### config.mk
export PLATFORM = sky130hd
export DESIGN_NAME = sdg_mul
export DESIGN_NICKNAME = d
export VERILOG_FILES = /design/src/sv/sdg_pkg.sv /design/src/sv/sdg_mul.sv
export SDC_FILE = /design/constraint.sdc
export NUM_CORES = 2
export LEC_CHECK = 0
export BUFFER_PORTS_ARGS = -buffer_cell sky130_fd_sc_hd__clkbuf_2
export CORE_MARGIN = 2
export CORE_UTILIZATION = 52
export CTS_BUF_LIST = sky130_fd_sc_hd__clkbuf_4 sky130_fd_sc_hd__clkbuf_8 sky130_fd_sc_hd__clkbuf_16
export DETAILED_ROUTE_END_ITERATION = 12
export PLACE_DENSITY = 0.69
export SETUP_SLACK_MARGIN = 0.02
export SYNTH_ARGS = -nofsm -noshare
export SYNTH_HDL_FRONTEND = slang
export SYNTH_SLANG_ARGS = --single-unit
export TNS_END_PERCENT = 10
### constraint.sdc
create_clock -name clk_i -period 10.5 [get_ports clk_i]
set_input_delay 2.1 -clock clk_i [delete_from_list [all_inputs] [get_ports clk_i]]
set_output_delay 2.1 -clock clk_i [all_outputs]
set_load 0.01 [all_outputs]
### src/sv/sdg_pkg.sv
// ----------------------------------------------------------------------------
// sdg_pkg: shared types and constants of the sidechain ducker gain block
// Field widths, register index codes, multiplier request and the 2^-x table.
// ----------------------------------------------------------------------------
package sdg_pkg;

  localparam int unsigned CFG_IDX_W  = 3;
  localparam int unsigned CFG_DATA_W = 20;

  typedef enum logic [CFG_IDX_W-1:0] {
    CFG_THRESHOLD = 3'd0,
    CFG_RATIO     = 3'd1,
    CFG_RANGE     = 3'd2,
    CFG_ATTACK    = 3'd3,
    CFG_RELEASE   = 3'd4,
    CFG_HOLD      = 3'd5
  } cfg_idx_e;

  // register reset values
  localparam logic [15:0] THRESHOLD_RST = 16'hEE00;  // -18 dB
  localparam logic [7:0]  RATIO_RST     = 8'd48;
  localparam logic [14:0] RANGE_RST     = 15'd6144;
  localparam logic [15:0] COEF_RST      = 16'hFFFF;
  localparam logic [19:0] HOLD_RST      = 20'd0;

  localparam logic [31:0] DB_PER_LOG2_Q16 = 32'd197283;
  localparam logic [31:0] LOG2_PER_DB_Q24 = 32'd2786625;
  localparam logic [16:0] LOG_FLOOR_MAG   = 17'd32768;

  // operands for the shared multiplier
  typedef struct packed {
    logic [31:0] a;
    logic [31:0] b;
  } mul_req_t;

  typedef logic [30:0] pow_tab_t [16];

  function automatic logic [63:0] isqrt64(logic [63:0] v);
    logic [63:0] r;
    logic [63:0] b;
    logic [63:0] x;
    r = '0;
    b = 64'd1 << 62;
    x = v;
    while (b > x) b = b >> 2;
    while (b != 0) begin
      if (x >= r + b) begin
        x = x - (r + b);
        r = (r >> 1) + b;
      end else begin
        r = r >> 1;
      end
      b = b >> 2;
    end
    return r;
  endfunction

  // entry k is 2^(-2^-(k+1)) in Q1.30, by repeated truncated square roots of 0.5
  function automatic pow_tab_t build_pow_tab();
    pow_tab_t    tab;
    logic [63:0] t;
    t = 64'd1 << 29;
    for (int k = 0; k < 16; k++) begin
      t = isqrt64(t << 30);
      tab[k] = t[30:0];
    end
    return tab;
  endfunction

  localparam pow_tab_t POW_TAB = build_pow_tab();

endpackage

### src/sv/sdg_mul.sv
// ----------------------------------------------------------------------------
// sdg_mul: shared 32x32 unsigned multiplier
// Product is registered; valid in the cycle after the operands.
// ----------------------------------------------------------------------------
module sdg_mul
  import sdg_pkg::*;
(
  input  logic        clk_i,
  input  mul_req_t    req_i,
  output logic [63:0] prod_o
);

  logic [63:0] prod_q;

  always_ff @(posedge clk_i) begin
    prod_q <= req_i.a * req_i.b;
  end

  assign prod_o = prod_q;

endmodule

## After elaboration in Yosys (flattened, before gate mapping)

Index checks and enable logic that the tools add are counted.

| cells by class | value |
|---|---|
| multipliers | 1 |

Operators with widths:

| operator | number |
|---|---|
| 32-bit by 32-bit multiplier with 64-bit output | 1 |

| storage, ports and cells | value |
|---|---|
| register bits after elaboration | 64 |
| input port bits | 65 |
| word-level logic and storage cells | 2 |

## Longest topological paths before layout

| logic depth | value |
|---|---|
| word-level depth | 1 |
| mapped depth | 29 |
| depth with buffers taken out | 27 |

## Worst setup path after synthesis

No wires, ideal clock.

| path | value |
|---|---|
| path kind | input to register |
| start point | in req_i[57] (netlist bit) |
| end point | reg prod_q[62], in the netlist prod_o[62] |
| setup time | 0.072 ns |
| arrival | 8.781 ns |
| required time | 10.428 ns |
| setup slack | 1.647 ns |
| cell stages on the path | 25 |
| buffers on the path | 2 |
| path through | clkbuf_1 nand2_1 fa_1 inv_1 fa_1 inv_1 fa_1 inv_1 fa_1 fa_1 fa_1 fa_1 inv_1 fa_1 inv_1 ha_1 buf_2 nand4_1 or4_1 or3_1 a31oi_1 a31o_2 a211oi_1 o21ai_1 xor2_1 |

| between the ends | value |
|---|---|
| longest elaborated chain between the ends | 1 |

Ends and longest elaborated chain:

| what | RTL line | source |
|---|---|---|
| from (decl) | sdg_mul.sv:9 | `input mul_req_t req_i,` |
| 32-bit by 32-bit multiplier with 64-bit output | sdg_mul.sv:16 | `prod_q <= req_i.a * req_i.b;` |
| to (signal assigned) | sdg_mul.sv:16 |  |
| to (decl) | sdg_mul.sv:13 | `logic [63:0] prod_q;` |

No other way between the ends.

## Worst setup path after layout

| path | value |
|---|---|
| start point | in req_i[11] (netlist bit) |
| end point | reg prod_q[62], in the netlist prod_o[62] |

The elaborated chain is that of the path after synthesis.

==> impl_metrics.yaml <==
floorplanning:
  core_area_um2: 65860
  die_y_um: 262.2
  fp.dieW_um: 262.2
  rows: 94
  start_util_pct: 52.65
  ios: 129
  dieArea_um2: 68760
placement:
  io_buffers: 128
  post-dp-hpwl_mm: 74.99
  place_congestion: 0.9070
synth:
  syn_area_um2: 34680
  synth_simple_gate_area_share_pct: 17.62
  yosysTopAreaCellShare_pct: 51.73
  synthAdderAreaFrac_pct: 61.22
  synth.area.top_cells: "fa_1 (52%), and2_1 (11%), ha_1 (9.5%), inv_1 (9.4%), nand2_1 (5.2%)"
  ys.flop_type: "dfxtp_1"
  synth_cell_types: 57
  synthTopCellsByCount: "fa_1 (896), inv_1 (865), and2_1 (602)"
  async_flop_share_pct: 0
  synthMuxAreaShare_pct: 0.02887
  synth_compound_area_share_pct: 4.153
  syn_inst: 3748
  ys_seq_elements: 64
  avgSynthCellArea_um2: 9.252
  synth_top_cell_by_area: "fa_1"
  synth_nets: 4972
  yosysWarnings: 0
  synth_edf_count: 0
  synth_top_family_by_area: "adder cells"
  yosysMostFrequentCell: "fa_1"
  synth_xor_area_share_pct: 1.515
  seq_area_frac_synth_pct: 3.695
finish:
  fin_util_pct: 55.14
  largest_reg_flops: 64
  layout.nets: 4948
  area_growth_syn_to_layout_pct: 4.727
  drive_gt1_share_pct: 5.846
grt:
  antenna_found_initial: 6
  grt_pass1_vias: 27550
  grt_max_degree: 33
  grt_use_total_pct: 27.44
  gr-total-overflow: 0
  grt_pass1_wl_mm: 147.2
critical_path:
  path_max_fanout: 32
  path_class: "input pin to flip-flop"
  critPathLaunchType: "input pin"
  worstSetupEndpointType: "flip-flop"
  crit_required_ps: 10780
  cp-startpoint: "req_i[11]"
  arrival_ps: 10020
  cp-endpoint: "prod_o[62]$_DFF_P_"
min_path:
  hold_class: "input pin to flip-flop"
  min-delay-start: "req_i[32]"
cts:
  cts.sinks: 64
  cts_root_buf: "clkbuf_16"
  ctsResizeCount: 0
  h-tree-depth: 3
  cts_setup_buffers: 0
  path_clk_slew_ps: 60
  cts_buffer_depth: 2
  numCtsBuffers: 9
  cts_tree: "yes"
  hold_buffers: 0
routing:
  drcViolationCount: 0
  ant_nets: 0
  routed_wl_mm: 90.75
  drtIter0Drc: 1510
  post_drt_wl_per_cell_um: 19.75
  vias: 24930
  drt_first_pass_iters: 5
  routed_via_density: 5.426
run_status:
  status: "completed"
sta:
  min_period_ps: 9742
  hold_viol: 0
  slew_violations: 0
  relSlewSlack_pct: 38.81
  setup-violations-final: 0
  timing.final.crit_share_pct: 92.78
  setup-tns-final_ps: 0
  grt_setup_unrepaired: "no"
  max_freq_mhz: 102.6
  tightest_slew_ps: 917.9
job:
  cap_viol_max_count: 0
==> cell usage in the layout (no fill, tap or decap), types with 10 or more instances in the layout <==
master    count
a21o_1       40
a21oi_1      63
a31oi_1      12
and2_1      602
and3_1       14
buf_4        57
clkbuf_2    128
dfxtp_1      64
fa_1        896
ha_1        263
inv_1       865
nand2_1     480
nand3_1      10
nand4_1      23
nor2_1       20
o21ai_0      21
o21bai_1     10
xnor2_1      35
xor2_1       25
==> cell families (layout without fill, tap and decap cells) <==
| logic type | count (synthesis) | after routing |
|---|---|---|
| buf+inv | 1085 | 1066 |
| other cells | 0 | 1 |
| compound gates | 202 | 202 |
| simple gates | 1177 | 1177 |
| flops | 64 | 64 |
| mux | 1 | 1 |
| xor+xnor | 60 | 60 |
| fa+ha+maj | 1159 | 1159 |
==> worst min path at each step <==
stage	to	slack, ps	cells after the start
2_1_floorplan	prod_o[0]$_DFF_P_	2230	1
3_3_place_gp	prod_o[4]	2490	1
3_5_place_dp	prod_o[1]	2490	1
4_1_cts	prod_o[0]$_DFF_P_	2450	3
5_1_grt	prod_o[0]$_DFF_P_	2460	3
6_report	prod_o[0]$_DFF_P_	2460	3
==> through the flow <==
stage          instances  area, µm²  hold WS (ps)  setup slack, ps
2_1_floorplan       3748      34680          2227             1647
3_3_place_gp        4577      35990          2487            629.2
3_5_place_dp        4577      35990          2487            559.5
4_1_cts             4593      36310          2449            912.5
5_1_grt             4593      36310          2461            496.9
6_report            4594      36310          2460            757.7
==> routing by layer <==
metal  vias to the layer above  GRT usage, %  routed length (µm)
li1                      10780             -                   -
met1                     13000         32.06               32940
met2                       859         48.53               46740
met3                       285         4.008                5070
met4                         4         15.02                5979
met5                         -             0                  21
==> layout make-up <==
type	count	area, µm²
fillers	6003	29550
multi-input cells	2599	29310
inverters	865	3247
flip-flops and latches	64	1281
well taps	864	1081
repair buffers	185	1069
clock buffers	9	225.2
clock inverters	7	95.09
diodes	1	2.502
==> worst max-delay path, cell delays in order <==
cell and delay (ps):
clkbuf_2 670, nand2_1 180, fa_1 580, inv_1 50, fa_1 480, inv_1 60
fa_1 520, inv_1 50, fa_1 480, fa_1 590, fa_1 440, fa_1 490
inv_1 50, fa_1 480, inv_1 50, ha_1 420, nand4_1 230, or4_1 460
or3_1 370, a31oi_1 500, a31o_2 290, a211oi_1 110, o21ai_1 190, xor2_1 150
Power is not shown: default switching activity piles up to over one toggle a cycle in this logic, so the estimate is an artifact.
